**config.mk**
```make
export PLATFORM = sky130hd
export DESIGN_NAME = swm_ctrl
export DESIGN_NICKNAME = d
export VERILOG_FILES = /design/src/rtl/core/sliding_window_median_assert.svh /design/src/rtl/core/swm_pkg.sv /design/src/rtl/core/swm_ctrl.sv
export SDC_FILE = /design/constraint.sdc
export NUM_CORES = 1
export LEC_CHECK = 0
export BUFFER_PORTS_ARGS = -buffer_cell sky130_fd_sc_hd__buf_2
export CORE_AREA = 2 2 39 41
export DETAILED_ROUTE_END_ITERATION = 16
export DIE_AREA = 0 0 41 43
export PLACE_DENSITY = 0.42
export SYNTH_ARGS = -nofsm -noshare
export SYNTH_HDL_FRONTEND = slang
export SYNTH_SLANG_ARGS = --single-unit
```
**constraint.sdc**
```tcl
create_clock -name clock -period 1.4 [get_ports clock]
set_input_delay 0.21 -clock clock [delete_from_list [all_inputs] [get_ports clock]]
set_output_delay 0.21 -clock clock [all_outputs]
set_load 0.005 [all_outputs]
```
**src/rtl/core/sliding_window_median_assert.svh**
```systemverilog
// ---------------------------------------------------------------------------
// Sliding window median assertion macros
// Concurrent assertion shorthands used by the top-level filter file.
// ---------------------------------------------------------------------------
`ifndef SLIDING_WINDOW_MEDIAN_ASSERT_SVH
`define SLIDING_WINDOW_MEDIAN_ASSERT_SVH

// Same-cycle implication, disabled while reset is high.
`define SWM_ASSERT_IMP(name, clk, rst, ante, cons, msg) \
   name: assert property (@(posedge clk) disable iff (rst) (ante) |-> (cons)) \
      else $error(msg);

// Next-cycle implication, disabled while reset is high.
`define SWM_ASSERT_NXT(name, clk, rst, ante, cons, msg) \
   name: assert property (@(posedge clk) disable iff (rst) (ante) |=> (cons)) \
      else $error(msg);

`endif

```
**src/rtl/core/swm_pkg.sv**
```systemverilog
// ---------------------------------------------------------------------------
// Sliding window median package
// Sizes, types, controller states and the command and status bundles.
// ---------------------------------------------------------------------------
package swm_pkg;

   localparam int WINDOW_MAX        = 64;
   localparam int SAMPLE_BITS       = 32;
   localparam int SAMPLE_FIELD_W    = 32;
   localparam int MEDIAN_FIELD_W    = 33;
   localparam int SIZE_W            = 7;
   localparam int COUNT_W           = $clog2(WINDOW_MAX + 1);
   localparam int SLOT_W            = $clog2(WINDOW_MAX);
   localparam int WINDOW_SIZE_RESET = 3;

   typedef logic signed [SAMPLE_BITS-1:0] sample_type;
   typedef logic signed [SAMPLE_BITS:0]   median_type;

   typedef enum logic [2:0] {
      ST_IDLE,
      ST_DELETE,
      ST_INSERT,
      ST_SELECT,
      ST_OUTPUT
   } state_type;

   typedef struct packed {
      logic accept;
      logic delete_oldest;
      logic insert;
      logic select;
      logic load_out;
   } cmd_type;

   typedef struct packed {
      logic replace;
      logic fills;
      logic full;
      logic within_size;
   } status_type;

endpackage

```
**src/rtl/core/swm_ctrl.sv**
```systemverilog
// ---------------------------------------------------------------------------
// Sliding window median controller
// Sequences delete, insert, median select and output load for each word.
// ---------------------------------------------------------------------------
module swm_ctrl (
   input  logic                clock,
   input  logic                reset,
   input  logic                req_valid,
   output logic                req_ready,
   output logic                rsp_valid,
   input  logic                rsp_ready,
   input  swm_pkg::status_type status,
   output swm_pkg::cmd_type    cmd
);
   import swm_pkg::*;

   state_type state_ff, state_in;
   logic      out_valid_ff, out_valid_in;

   always_ff @(posedge clock) begin
      if (reset) begin
         state_ff     <= ST_IDLE;
         out_valid_ff <= 1'b0;
      end else begin
         state_ff     <= state_in;
         out_valid_ff <= out_valid_in;
      end
   end

   always_comb begin
      state_in  = state_ff;
      cmd       = '0;
      req_ready = 1'b0;
      case (state_ff)
         ST_IDLE: begin
            req_ready = 1'b1;
            if (req_valid) begin
               cmd.accept = 1'b1;
               state_in   = status.replace ? ST_DELETE : ST_INSERT;
            end
         end
         ST_DELETE: begin
            cmd.delete_oldest = 1'b1;
            state_in          = ST_INSERT;
         end
         ST_INSERT: begin
            cmd.insert = 1'b1;
            state_in   = status.fills ? ST_SELECT : ST_IDLE;
         end
         ST_SELECT: begin
            cmd.select = 1'b1;
            state_in   = ST_OUTPUT;
         end
         ST_OUTPUT: begin
            // Wait here until the output register is free or being emptied.
            if (!out_valid_ff || rsp_ready) begin
               cmd.load_out = 1'b1;
               state_in     = ST_IDLE;
            end
         end
         default: begin
            state_in = ST_IDLE;
         end
      endcase
   end

   always_comb begin
      if (cmd.load_out) begin
         out_valid_in = 1'b1;
      end else if (rsp_ready) begin
         out_valid_in = 1'b0;
      end else begin
         out_valid_in = out_valid_ff;
      end
   end

   assign rsp_valid = out_valid_ff;
endmodule

```
* Yosys cells after proc, flatten, opt, wreduce, memory -nomap -nowiden
Index checks and enable logic that the tools add are counted.
** Storage, ports and cells
- Bits in registers :: 4
- Bits in latches :: 0
- RAM bits :: 0
- Bits in read-only memories :: 0
- Word-level logic and storage cells :: 28
- Memories kept :: 0
** Operators by class
- Add/sub/neg operators :: 0
- Multiply operators :: 0
- Divide/modulo/power cells :: 0
- Order comparisons :: 0
- Eq/ne operators :: 6
- Shift operators :: 0
- Multiplexer cells :: 15
- Bitwise logic cells :: 0
- Reductions and logical operators :: 5
** Operator list (count)
- one-hot mux 3 bit (5 select lines) :: 1
- two-way mux 1 bit :: 10
- equality test 3 x 2 -> 1 bit, second input constant :: 2
- two-way mux 3 bit :: 2
- two-way mux 2 bit :: 2
- inequality test 2 bit, second input constant :: 2
- equality test 3 x 1 -> 1 bit, second input constant :: 1
- equality test 3 bit, second input constant :: 1
- zero test 3 bit :: 1
- AND reduction 2 bit :: 1
- nonzero test 2 bit :: 1
- zero test 1 bit :: 1
- logical OR 1 bit :: 1

* Logic depth before layout (Yosys ltp)
Gate-level depths: netlist (run 1).
- Depth in word-level cells :: 5
- Gate-level depth with buffers :: 5
- Gate-level depth less buffers :: 3

* Worst setup path before layout (run 1)
No wires, ideal clock.
- Kind :: register -> output
- From :: reg state_ff[1]
- To :: out cmd[0] (netlist name)
- Data arrival time :: 897 ps
- Required time :: 1190 ps
- Path slack :: 293 ps
- Cell stages (with the launch flop) :: 6
- Buffers on the path :: 2
- Cell sequence :: dfxtp_1 buf_4 nor2_1 nand2_1 nor2_1 buf_4
** RTL lines
- start, declared :: RTL line swm_ctrl.sv:17 : state_type state_ff, state_in;
- start signal, assigned :: RTL line swm_ctrl.sv:25 : state_ff <= state_in;
- end, declared :: RTL line swm_ctrl.sv:13 : output swm_pkg::cmd_type cmd

==> metrics.md, run 1 <==
| Metric | Value |
|---|---|
| Maximum number of pins on one net before global-route repair | `10` |
| Area of the die | `1760 sq um` |
| HP Class | `in2reg` |
| Hold endpoint | `state_ff[1]` |
| Seq cells post-synth | `4` |
| Die Wd | `41 microns` |
| Number of clock sinks | `4` |
| Starting DRC count in detailed routing | `2` |
| Cell Area, Synth | `239 sq um` |
| Fraction of the cycle the final worst path needs | `93.2%` |
| Pins Over Slew Limit | `0` |
| Worst Hold Launch | `status[3]` |
| Hold-fix buffers at CTS | `0` |
| Hold Path Cell Cnt | `2` |
| Total of warnings raised by yosys | `0` |
| Drt first pass iters | `2` |
| Cell count after synthesis | `27` |
| Max rail drop VDD | `0.351 mV` |
| Root buffer selected by CTS | `sky130_fd_sc_hd__clkbuf_4` |
| Number of max-cap violations | `0` |
| Antenna-violating nets left | `0` |
| Setup slack of the worst register-to-register path | `0.18 ns` |
| Footprint of the flip-flops and latches | `80.1 sq um` |
| Tot GR Track Use | `7.83%` |
| Critical Path Source Type | `flip-flop` |
| Static Leakage | `0.150 nW` |
| Area growth, synth to finish | `34.6%` |
| First-pass GRT wire length | `821 microns` |
| Comb pwr share | `20.0%` |
| Crit Path Category | `reg2out` |
| TritonCTS Buffers | `3` |
| Final Util | `23.2%` |
| DP Cell Count | `52` |
| Setup Total Neg Slack | `0 ns` |
| Mean post-synth cell area | `8.85 sq um` |
| Transition at the pin with the smallest max-transition slack | `0.288 ns` |
| Vias | `225` |
| CTS tree | `yes` |
| Number of setup buffers added after CTS | `0` |
| # diodes | `0` |
| Area of the core region | `1380 sq um` |
| Routed WL | `506 microns` |
| Insertion delay to the later sink of the worst-skew pair | `0.23 ns` |
| Wire per inst | `9.20 microns` |
| Post-Syn Nets | `35` |
| Adder-cell area share of the yosys netlist | `0%` |
| Fin. Hold Viols | `0` |
| Depth of the worst register-to-register path | `3` |
| Xor-xnor portion of the synthesized cell area | `0%` |
| Maximum fanout along the worst path | `8` |
| Max-Slew Margin vs Limit | `80.8%` |
| Portion of total power attributed to sequential cells | `39.5%` |
| Power per standard cell area | `1060 nW/um^2` |
| Effective utilization at floorplan | `17.3%` |
| Number of gates given a new drive strength after cts | `0` |
| FF-to-FF Start | `state_ff[1]` |
| Critical path required time | `1.19 ns` |
| Unrepaired setup endpoints after global routing | `no` |
| Cell accounting for the most synthesized area | `sky130_fd_sc_hd__dfxtp_1` |
| Combinational family with the most area after synthesis | `simple AND/OR/NAND/NOR gates` |
| Largest buffer count on any clock path | `2` |
| Portion of netlist area occupied by mux cells | `4.19%` |
| Via count normalized by instance count | `4.09` |
| Top-level I/O count | `15` |
| Clock Pin Slew Worst Setup and Hold Paths | `0.04 ns` |
| DR DRC count | `0` |
| Antenna violations before repair | `0` |
| Grt ovf | `0` |
| Final non-filler cell total | `55` |
| Result of the run | `completed` |
| Skew final | `0.00260 ns` |
| Cell variety after synth | `17` |
| Area share of the largest cell type after synthesis | `33.5%` |
| Std-Cell Rows | `14` |
| Internal power contribution | `0.257 mW` |
| Critical path endpoint category | `output port` |
| Sum of net half-perimeters after detailed placement | `402 microns` |
| Fraction of final layout cells with drive strength greater than 1 | `48.7%` |
| Fraction of the mapped netlist area in compound gates | `11.0%` |
| Area used by multi-input combinational logic | `131 sq um` |
| Sequential-to-total area share from yosys stat | `33.5%` |
| Area share of and/or/nand/nor cells after synthesis | `39.8%` |
| Proportion of power drawn by the clock network | `40.5%` |
| Finish-stage setup viols | `0` |
| Net count reported at finish | `49` |
| Fraction of power spent switching nets | `24.4%` |
| Vias in the first global route | `211` |
| Vertical die dimension | `43 microns` |
| Filler cell count | `161` |
| Main area contributors after synthesis | `sky130_fd_sc_hd__dfxtp_1 (34%), sky130_fd_sc_hd__buf_4 (9.4%), sky130_fd_sc_hd__a221oi_2 (6.3%)` |
| Count of port buffers added during placement | `12` |
| Final Wtd Congestion | `0.587` |
| CTS H-Tree Depth | `1` |
| Max frequency | `0.767 GHz` |
| Worst R2R End | `state_ff[0]` |
| Net switching power | `0.0828 mW` |
| Data arrival time of the critical path | `1.09 ns` |
| Post-route minimum period | `1.30 ns` |
==> layout by cell type (no fill, tap or decap) <==
| master | netlist | layout |
|---|---|---|
| sky130_fd_sc_hd__nor4_2 | 1 | 1 |
| sky130_fd_sc_hd__nor2_1 | 4 | 4 |
| sky130_fd_sc_hd__or3_4 | 1 | 1 |
| sky130_fd_sc_hd__and2_1 | 1 | 1 |
| sky130_fd_sc_hd__dfxtp_1 | 4 | 4 |
| sky130_fd_sc_hd__buf_4 | 3 | 1 |
| sky130_fd_sc_hd__a21oi_1 | 1 | 1 |
| sky130_fd_sc_hd__nand2_1 | 1 | 1 |
| sky130_fd_sc_hd__nor2b_1 | 1 | 1 |
| sky130_fd_sc_hd__nor3_1 | 2 | 2 |
| sky130_fd_sc_hd__a31oi_1 | 1 | 1 |
| sky130_fd_sc_hd__nor3b_1 | 2 | 2 |
| sky130_fd_sc_hd__buf_2 | 1 | 12 |
| sky130_fd_sc_hd__nand2b_1 | 1 | 1 |
| sky130_fd_sc_hd__clkbuf_4 | 0 | 3 |
| sky130_fd_sc_hd__mux2i_1 | 1 | 1 |
| sky130_fd_sc_hd__a221oi_2 | 1 | 1 |
| sky130_fd_sc_hd__and3b_1 | 1 | 1 |
==> worst max-delay path by stage <==
stage	start	endpoint	slack, ns	cells after the start
floorplan	state_ff[1]	cmd[0]	0.29	5
global placement	state_ff[1]	state_ff[0]	0.19	3
detailed placement	state_ff[1]	state_ff[0]	0.17	3
CTS	state_ff[1]	cmd[4]	0.07	3
global route	state_ff[1]	cmd[4]	0.007	3
finish	state_ff[1]	cmd[4]	0.1	3
==> flip-flops by register name, summed over array words and instances (netlist names) <==
register,cells
rsp_valid,1
state_ff,3
==> per-layer routing <==
layer | vias to the layer above | track usage (%) | wire length [microns]
met4 | 0 | 8.00 | 0
met2 | 5 | 9.69 | 263
met5 | - | 0 | 0
met3 | 0 | 6.28 | 37
li1 | 120 | - | -
met1 | 100 | 7.40 | 205
==> through the flow <==
| step | setup slack, ns | hold WS (ns) | total power [mW] | cell area (sq um) |
|---|---|---|---|---|
| 3_5_place_dp | 0.170 | 0.412 | 0.205 | 299 |
| 5_1_grt | 0.00674 | 0.151 | 0.370 | 322 |
| 3_3_place_gp | 0.186 | 0.410 | 0.204 | 299 |
| 6_report | 0.0955 | 0.174 | 0.339 | 322 |
| 2_1_floorplan | 0.293 | 0.282 | 0.176 | 239 |
| 4_1_cts | 0.0686 | 0.166 | 0.349 | 322 |
==> cell type report <==
type,count,share of cell area (%)
Multi-Input combinational cell,19,40.9
Clock buffer,3,7.00
Tap cell,16,6.23
Sequential cell,4,24.9
Timing Repair Buffer,13,21.0
==> cell usage after synthesis <==
cell	count
sky130_fd_sc_hd__nand2b_1	1
sky130_fd_sc_hd__nor4_2	1
sky130_fd_sc_hd__nor2b_1	1
sky130_fd_sc_hd__nor3b_1	2
sky130_fd_sc_hd__a21oi_1	1
sky130_fd_sc_hd__buf_2	1
sky130_fd_sc_hd__nor3_1	2
sky130_fd_sc_hd__a221oi_2	1
sky130_fd_sc_hd__and3b_1	1
sky130_fd_sc_hd__dfxtp_1	4
sky130_fd_sc_hd__and2_1	1
sky130_fd_sc_hd__a31oi_1	1
sky130_fd_sc_hd__nand2_1	1
sky130_fd_sc_hd__nor2_1	4
sky130_fd_sc_hd__buf_4	3
sky130_fd_sc_hd__or3_4	1
sky130_fd_sc_hd__mux2i_1	1
==> power groups by stage <==
stage	registers, mW	logic, mW	clock network (mW)
4_1_cts	0.134	0.0689	0.146
6_report	0.134	0.0679	0.137
3_5_place_dp	0.136	0.0688	0
5_1_grt	0.135	0.0753	0.160
2_1_floorplan	0.127	0.0488	0
3_3_place_gp	0.136	0.0684	0
==> kinds of logic (layout without fill, tap and decap cells) <==
group / count (synthesis) / in the layout
AOI/OAI and AO/OA: 3 / 3
buffers and inverters: 4 / 16
DFF: 4 / 4
muxes: 1 / 1
and+or+nand+nor: 15 / 15
==> worst max-delay path: stages (launching register included) <==
cell,delay [ns]
sky130_fd_sc_hd__dfxtp_1,0.38
sky130_fd_sc_hd__nor3_1,0.24
sky130_fd_sc_hd__and2_1,0.15
sky130_fd_sc_hd__buf_2,0.10
No activity file was read; power rests on OpenSTA's default activity.
==> inputs of run 2 (changes only) <==
--- a/config.mk
+++ b/config.mk
@@ -10,6 +10,7 @@
 export DETAILED_ROUTE_END_ITERATION = 16
 export DIE_AREA = 0 0 41 43
 export PLACE_DENSITY = 0.42
+export RECOVER_POWER = 100
 export SYNTH_ARGS = -nofsm -noshare
 export SYNTH_HDL_FRONTEND = slang
 export SYNTH_SLANG_ARGS = --single-unit
==> run 2 against run 1 <==
Clock power barely moved; hold slack got worse by 0.0020 ns; register-to-register slack got worse by 0.04 ns; final area fell by 6.6%; cell count did not move; non-clock buffer count did not move; combinational power fell by 13%; sequential cell count did not move; clock skew barely moved; worst setup slack got worse by 0.0048 ns; fmax fell by 0.37%.
==> metrics.md, run 2 (synthesis gave the netlist of run 1 again) <==
| Metric | Value |
|---|---|
| DR DRC count | `0 (unchanged)` |
| Area growth, synth to finish | `25.7% (was 34.6%)` |
| Net count reported at finish | `49 (unchanged)` |
| Maximum fanout along the worst path | `8 (unchanged)` |
| Largest stage delay, worst path | `0.38 ns (about the same)` |
| Unrepaired setup endpoints after global routing | `no (unchanged)` |
| Finish-stage setup viols | `0 (unchanged)` |
| Antenna violations before repair | `0 (unchanged)` |
| Leading cell type in the layout, fill and taps excluded | `sky130_fd_sc_hd__buf_2 (unchanged)` |
| Result of the run | `completed (unchanged)` |
| Tot GR Track Use | `7.83% (unchanged)` |
| Max reg flops | `3 (unchanged)` |
| Insertion delay to the later sink of the worst-skew pair | `0.23 ns (about the same)` |
| Power per standard cell area | `1100 nW/um^2 (was 1060 nW/um^2)` |
| Portion of total power attributed to sequential cells | `40.5% (was 39.5%)` |
| CTS tree | `yes (unchanged)` |
| Top-level I/O count | `15 (unchanged)` |
| Effective utilization at floorplan | `17.3% (unchanged)` |
| Vertical die dimension | `43 microns (unchanged)` |
| Slowest stage cell, crit path | `sky130_fd_sc_hd__dfxtp_1 (unchanged)` |
| Crit Path Category | `reg2out (unchanged)` |
| Final non-filler cell total | `55 (unchanged)` |
| Die Wd | `41 microns (unchanged)` |
| Pins Over Slew Limit | `0 (unchanged)` |
| Number of setup buffers added after CTS | `0 (unchanged)` |
| TritonCTS Buffers | `3 (unchanged)` |
| Number of gates given a new drive strength after cts | `0 (unchanged)` |
| Commonest cells after routing, fill and taps aside | `sky130_fd_sc_hd__buf_2 (7), sky130_fd_sc_hd__clkbuf_1 (6), sky130_fd_sc_hd__nor2_1 (4), sky130_fd_sc_hd__dfxtp_1 (4), sky130_fd_sc_hd__clkbuf_4 (3) (was sky130_fd_sc_hd__buf_2 (12), sky130_fd_sc_hd__nor2_1 (4), sky130_fd_sc_hd__dfxtp_1 (4))` |
| Area used by multi-input combinational logic | `120 sq um (was 131 sq um)` |
| Count of port buffers added during placement | `12 (unchanged)` |
| Antenna-violating nets left | `0 (unchanged)` |
| CTS H-Tree Depth | `1 (unchanged)` |
| Via count normalized by instance count | `4.11 (was 4.09)` |
| Fraction of final layout cells with drive strength greater than 1 | `28.2% (was 48.7%)` |
| Maximum number of pins on one net before global-route repair | `10 (unchanged)` |
| Footprint of the flip-flops and latches | `80.1 sq um (unchanged)` |
| Max frequency | `0.764 GHz (was 0.767 GHz)` |
| Vias | `226 (was 225)` |
| Static Leakage | `0.124 nW (was 0.150 nW)` |
| Area of the core region | `1380 sq um (unchanged)` |
| Worst path cell trace | `nor3_1 > and2_1 > buf_2 (unchanged)` |
| Final Wtd Congestion | `0.587 (unchanged)` |
| Skew final | `0.00265 ns (was 0.00260 ns)` |
| Max-Slew Margin vs Limit | `81.2% (was 80.8%)` |
| Transition at the pin with the smallest max-transition slack | `0.282 ns (was 0.288 ns)` |
| HP Class | `in2reg (unchanged)` |
| Sum of net half-perimeters after detailed placement | `402 microns (unchanged)` |
| Hold-fix buffers at CTS | `0 (unchanged)` |
| First-pass GRT wire length | `821 microns (unchanged)` |
| Comb pwr share | `17.8% (was 20.0%)` |
| Filler cell count | `166 (was 161)` |
| Fraction of power spent switching nets | `24.7% (was 24.4%)` |
| Grt ovf | `0 (unchanged)` |
| # diodes | `0 (unchanged)` |
| Setup Total Neg Slack | `0 ns (unchanged)` |
| Clock Pin Slew Worst Setup and Hold Paths | `0.04 ns (about the same)` |
| Post-route minimum period | `1.31 ns (was 1.30 ns)` |
| Drt first pass iters | `2 (unchanged)` |
| Max rail drop VDD | `0.348 mV (was 0.351 mV)` |
| Routed WL | `506 microns (unchanged)` |
| Net switching power | `0.0816 mW (was 0.0828 mW)` |
| Internal power contribution | `0.248 mW (was 0.257 mW)` |
| Std-Cell Rows | `14 (unchanged)` |
| Root buffer selected by CTS | `sky130_fd_sc_hd__clkbuf_4 (unchanged)` |
| Vias in the first global route | `211 (unchanged)` |
| Starting DRC count in detailed routing | `2 (unchanged)` |
| Proportion of power drawn by the clock network | `41.7% (was 40.5%)` |
| Critical path endpoint category | `output port (unchanged)` |
| Data arrival time of the critical path | `1.10 ns (was 1.09 ns)` |
| Reg with most FFs | `state_ff (unchanged)` |
| Number of clock sinks | `4 (unchanged)` |
| Fraction of the cycle the final worst path needs | `93.5% (was 93.2%)` |
| Critical Path Source Type | `flip-flop (unchanged)` |
| Fin. Hold Viols | `0 (unchanged)` |
| Tightest hold margin | `0.172 ns (was 0.174 ns)` |
| Critical path required time | `1.19 ns (about the same)` |
| DP Cell Count | `52 (unchanged)` |
| Number of max-cap violations | `0 (unchanged)` |
| Wire per inst | `9.20 microns (unchanged)` |
| Largest buffer count on any clock path | `2 (unchanged)` |
| Area of the die | `1760 sq um (unchanged)` |
| Total power draw | `0.330 mW (was 0.339 mW)` |
-- run 2: changes by cell type in the layout (fill, tap and decap cells not counted), sizes merged --
cell,change
buf,-6
clkbuf,+6
-- run 2: critical path, delay by kind of cell, from the launching register on --
family        cells  cell delay [ns]
simple gates      2             0.39
flops             1             0.38
buf+inv           1             0.10
-- run 2: final timing paths --
check,startpoint,to,slack (ns),cells after the start
setup / recovery,state_ff[1],cmd[4],0.09,3
hold / removal,reset,rsp_valid,0.17,2
setup reg to reg,state_ff[1],state_ff[0],0.14,3
hold reg to reg,state_ff[0],state_ff[0],0.59,1
-- run 2: per-stage QoR --
stage               setup slack [ns]  util, %  cell area, sq um
floorplan                      0.293        -               239
global placement               0.186     21.6               299
detailed placement             0.170     21.6               299
CTS                           0.0686     23.2               322
global route                 0.00675     21.7               300
finish                        0.0907     21.7               300
-- run 2: layer usage --
metal / part of all wire, % / vias up / global-route usage, % / wire, microns
met5: 0 / - / 0 / 0
met4: 0 / 0 / 8.00 / 0
met3: 7.7 / 0 / 6.28 / 39
met2: 52 / 5 / 9.69 / 262
met1: 41 / 100 / 7.40 / 205
li1: - / 121 / - / -
-- run 2: final cells by class --
class | count | area share (%)
Multi-Input combinational cell | 19 | 40.0
Sequential cell | 4 | 26.7
Timing Repair Buffer | 13 | 19.2
Clock buffer | 3 | 7.50
Tap cell | 16 | 6.67
-- run 2: power by group through the flow --
stage | sequential (mW) | combinational [mW] | clock [mW]
finish | 0.134 | 0.0588 | 0.138
floorplan | 0.127 | 0.0488 | 0
CTS | 0.134 | 0.0689 | 0.146
global placement | 0.136 | 0.0684 | 0
detailed placement | 0.136 | 0.0688 | 0
global route | 0.135 | 0.0656 | 0.160
==> inputs of run 3 (changes only) <==
--- a/config.mk
+++ b/config.mk
@@ -11,6 +11,7 @@
 export DIE_AREA = 0 0 41 43
 export PLACE_DENSITY = 0.42
 export RECOVER_POWER = 100
+export SETUP_SLACK_MARGIN = 0.1
 export SYNTH_ARGS = -nofsm -noshare
 export SYNTH_HDL_FRONTEND = slang
 export SYNTH_SLANG_ARGS = --single-unit
==> run 3 against run 2 <==
Sequential power about the same; cell count unchanged; die area stayed put; global-route usage stayed put; register-to-register slack improved by 0.09 ns; critical endpoint unchanged; highest routed layer unchanged.
==> metrics.md, run 3 (synthesis gave the netlist of run 1 again) <==
| Metric | Value |
|---|---|
| Max rail drop VDD | `0.357 mV (was 0.348 mV)` |
| Max reg flops | `3 (unchanged)` |
| First-pass GRT wire length | `821 microns (unchanged)` |
| Critical Path Source Type | `flip-flop (unchanged)` |
| Clock Pin Slew Worst Setup and Hold Paths | `0.04 ns (about the same)` |
| Final Wtd Congestion | `0.587 (unchanged)` |
| Crit Path Category | `reg2out (unchanged)` |
| CTS H-Tree Depth | `1 (unchanged)` |
| Number of max-cap violations | `0 (unchanged)` |
| Insertion delay to the later sink of the worst-skew pair | `0.23 ns (about the same)` |
| Critical path required time | `1.19 ns (about the same)` |
| Hold-fix buffers at CTS | `0 (unchanged)` |
| Sum of net half-perimeters after detailed placement | `402 microns (unchanged)` |
| Number of clock sinks | `4 (unchanged)` |
| Wire per inst | `9.20 microns (unchanged)` |
| Vias | `225 (was 226)` |
| Effective utilization at floorplan | `17.3% (unchanged)` |
| Leading cell type in the layout, fill and taps excluded | `sky130_fd_sc_hd__buf_2 (unchanged)` |
| Maximum number of pins on one net before global-route repair | `10 (unchanged)` |
| Max-Slew Margin vs Limit | `84.6% (was 81.2%)` |
| Total power draw | `0.332 mW (was 0.330 mW)` |
| Filler cell count | `169 (was 166)` |
| Least setup slack across all paths after layout | `0.135 ns (was 0.0907 ns)` |
| Commonest cells after routing, fill and taps aside | `sky130_fd_sc_hd__buf_2 (9), sky130_fd_sc_hd__nor2_1 (4), sky130_fd_sc_hd__clkbuf_1 (4) (was sky130_fd_sc_hd__buf_2 (7), sky130_fd_sc_hd__clkbuf_1 (6), sky130_fd_sc_hd__nor2_1 (4), sky130_fd_sc_hd__dfxtp_1 (4), sky130_fd_sc_hd__clkbuf_4 (3))` |
| Largest buffer count on any clock path | `2 (unchanged)` |
| TritonCTS Buffers | `3 (unchanged)` |
| Transition at the pin with the smallest max-transition slack | `0.229 ns (was 0.282 ns)` |
| Setup Total Neg Slack | `0 ns (unchanged)` |
| Drt first pass iters | `2 (unchanged)` |
| Number of setup buffers added after CTS | `0 (unchanged)` |
| Area of the core region | `1380 sq um (unchanged)` |
| Pins Over Slew Limit | `0 (unchanged)` |
| Setup Slack @ Placement | `0.170 ns (unchanged)` |
| DR DRC count | `0 (unchanged)` |
| Worst path cell trace | `nor3_1 > and2_1 > buf_2 (unchanged)` |
| Root buffer selected by CTS | `sky130_fd_sc_hd__clkbuf_4 (unchanged)` |
| Fraction of the cycle the final worst path needs | `90.3% (was 93.5%)` |
| Slowest stage cell, crit path | `sky130_fd_sc_hd__dfxtp_2 (was sky130_fd_sc_hd__dfxtp_1)` |
| Grt ovf | `0 (unchanged)` |
| Antenna-violating nets left | `0 (unchanged)` |
| Maximum fanout along the worst path | `8 (unchanged)` |
| Area of the die | `1760 sq um (unchanged)` |
| Largest stage delay, worst path | `0.35 ns (was 0.38 ns)` |
| CTS tree | `yes (unchanged)` |
| Std-Cell Rows | `14 (unchanged)` |
| Vertical die dimension | `43 microns (unchanged)` |
| Vias in the first global route | `211 (unchanged)` |
| # diodes | `0 (unchanged)` |
| Post-route minimum period | `1.26 ns (was 1.31 ns)` |
| Number of gates given a new drive strength after cts | `2 (was 0)` |
| HP Class | `in2reg (unchanged)` |
| Power per standard cell area | `1080 nW/um^2 (was 1100 nW/um^2)` |
| Post-route standard cell area excluding fillers | `307 sq um (was 300 sq um)` |
| Skew final | `0.00273 ns (was 0.00265 ns)` |
| Net count reported at finish | `49 (unchanged)` |
| Die Wd | `41 microns (unchanged)` |
| Placed Instance Area | `299 sq um (unchanged)` |
| Unrepaired setup endpoints after global routing | `no (unchanged)` |
| Routed WL | `506 microns (unchanged)` |
| Count of port buffers added during placement | `12 (unchanged)` |
| Critical path endpoint category | `output port (unchanged)` |
| Area growth, synth to finish | `28.3% (was 25.7%)` |
| Via count normalized by instance count | `4.09 (was 4.11)` |
| Top-level I/O count | `15 (unchanged)` |
| Max frequency | `0.791 GHz (was 0.764 GHz)` |
| Result of the run | `completed (unchanged)` |
| Finish-stage setup viols | `0 (unchanged)` |
| Tot GR Track Use | `7.83% (unchanged)` |
| Static Leakage | `0.134 nW (was 0.124 nW)` |
| Area used by multi-input combinational logic | `120 sq um (unchanged)` |
| Data arrival time of the critical path | `1.05 ns (was 1.10 ns)` |
| Fraction of final layout cells with drive strength greater than 1 | `41.0% (was 28.2%)` |
| Starting DRC count in detailed routing | `2 (unchanged)` |
| Fin. Hold Viols | `0 (unchanged)` |
| Reg with most FFs | `state_ff (unchanged)` |
| Footprint of the flip-flops and latches | `83.8 sq um (was 80.1 sq um)` |
| Antenna violations before repair | `0 (unchanged)` |
run 3: cell count changes in the layout (fill, tap and decap cells not counted):
cell,previous run,this run
sky130_fd_sc_hd__buf_2,7,9
sky130_fd_sc_hd__clkbuf_1,6,4
sky130_fd_sc_hd__dfxtp_1,4,1
sky130_fd_sc_hd__dfxtp_2,0,3
run 3: path summary, 6_finish.rpt:
kind | from | end | slack, ns | cells after the start
hold reg to reg | state_ff[0] | state_ff[0] | 0.50 | 1
setup reg to reg | state_ff[1] | state_ff[0] | 0.23 | 3
setup / recovery | state_ff[1] | cmd[4] | 0.14 | 3
hold / removal | reset | state_ff[2] | 0.17 | 2
run 3: layer usage:
layer  vias to the layer above  wire length, microns  track usage [%]
met5                         -                     0                0
met4                         0                     0             8.00
li1                        121                     -                -
met3                         0                    37             6.28
met1                        99                   207             7.40
met2                         5                   261             9.69
run 3: power breakdown:
| group | total, mW | internal (mW) | switching [mW] |
|---|---|---|---|
| Sequential | 0.135 | 0.122 | 0.0125 |
| Clock | 0.138 | 0.0955 | 0.0422 |
| Combinational | 0.0595 | 0.0327 | 0.0268 |
| Total | 0.332 | 0.251 | 0.0815 |
run 3: per-stage QoR:
step / hold WS [ns] / util [%] / instances
2_1_floorplan: 0.282 / - / 27
3_3_place_gp: 0.410 / 21.6 / 52
3_5_place_dp: 0.412 / 21.6 / 52
4_1_cts: 0.162 / 23.7 / 55
5_1_grt: 0.148 / 22.2 / 55
6_report: 0.166 / 22.2 / 55
run 3: cell type report:
| class | count | area share, % |
|---|---|---|
| Clock buffer | 3 | 7.35 |
| Tap cell | 16 | 6.53 |
| Sequential cell | 4 | 27.3 |
| Multi-Input combinational cell | 19 | 39.2 |
| Timing Repair Buffer | 13 | 19.6 |
run 3: critical path: cells and delay by family, from the launching register on:
| family | cells | cell delay [ns] |
|---|---|---|
| and+or+nand+nor | 2 | 0.37 |
| DFF | 1 | 0.35 |
| buffers and inverters | 1 | 0.10 |
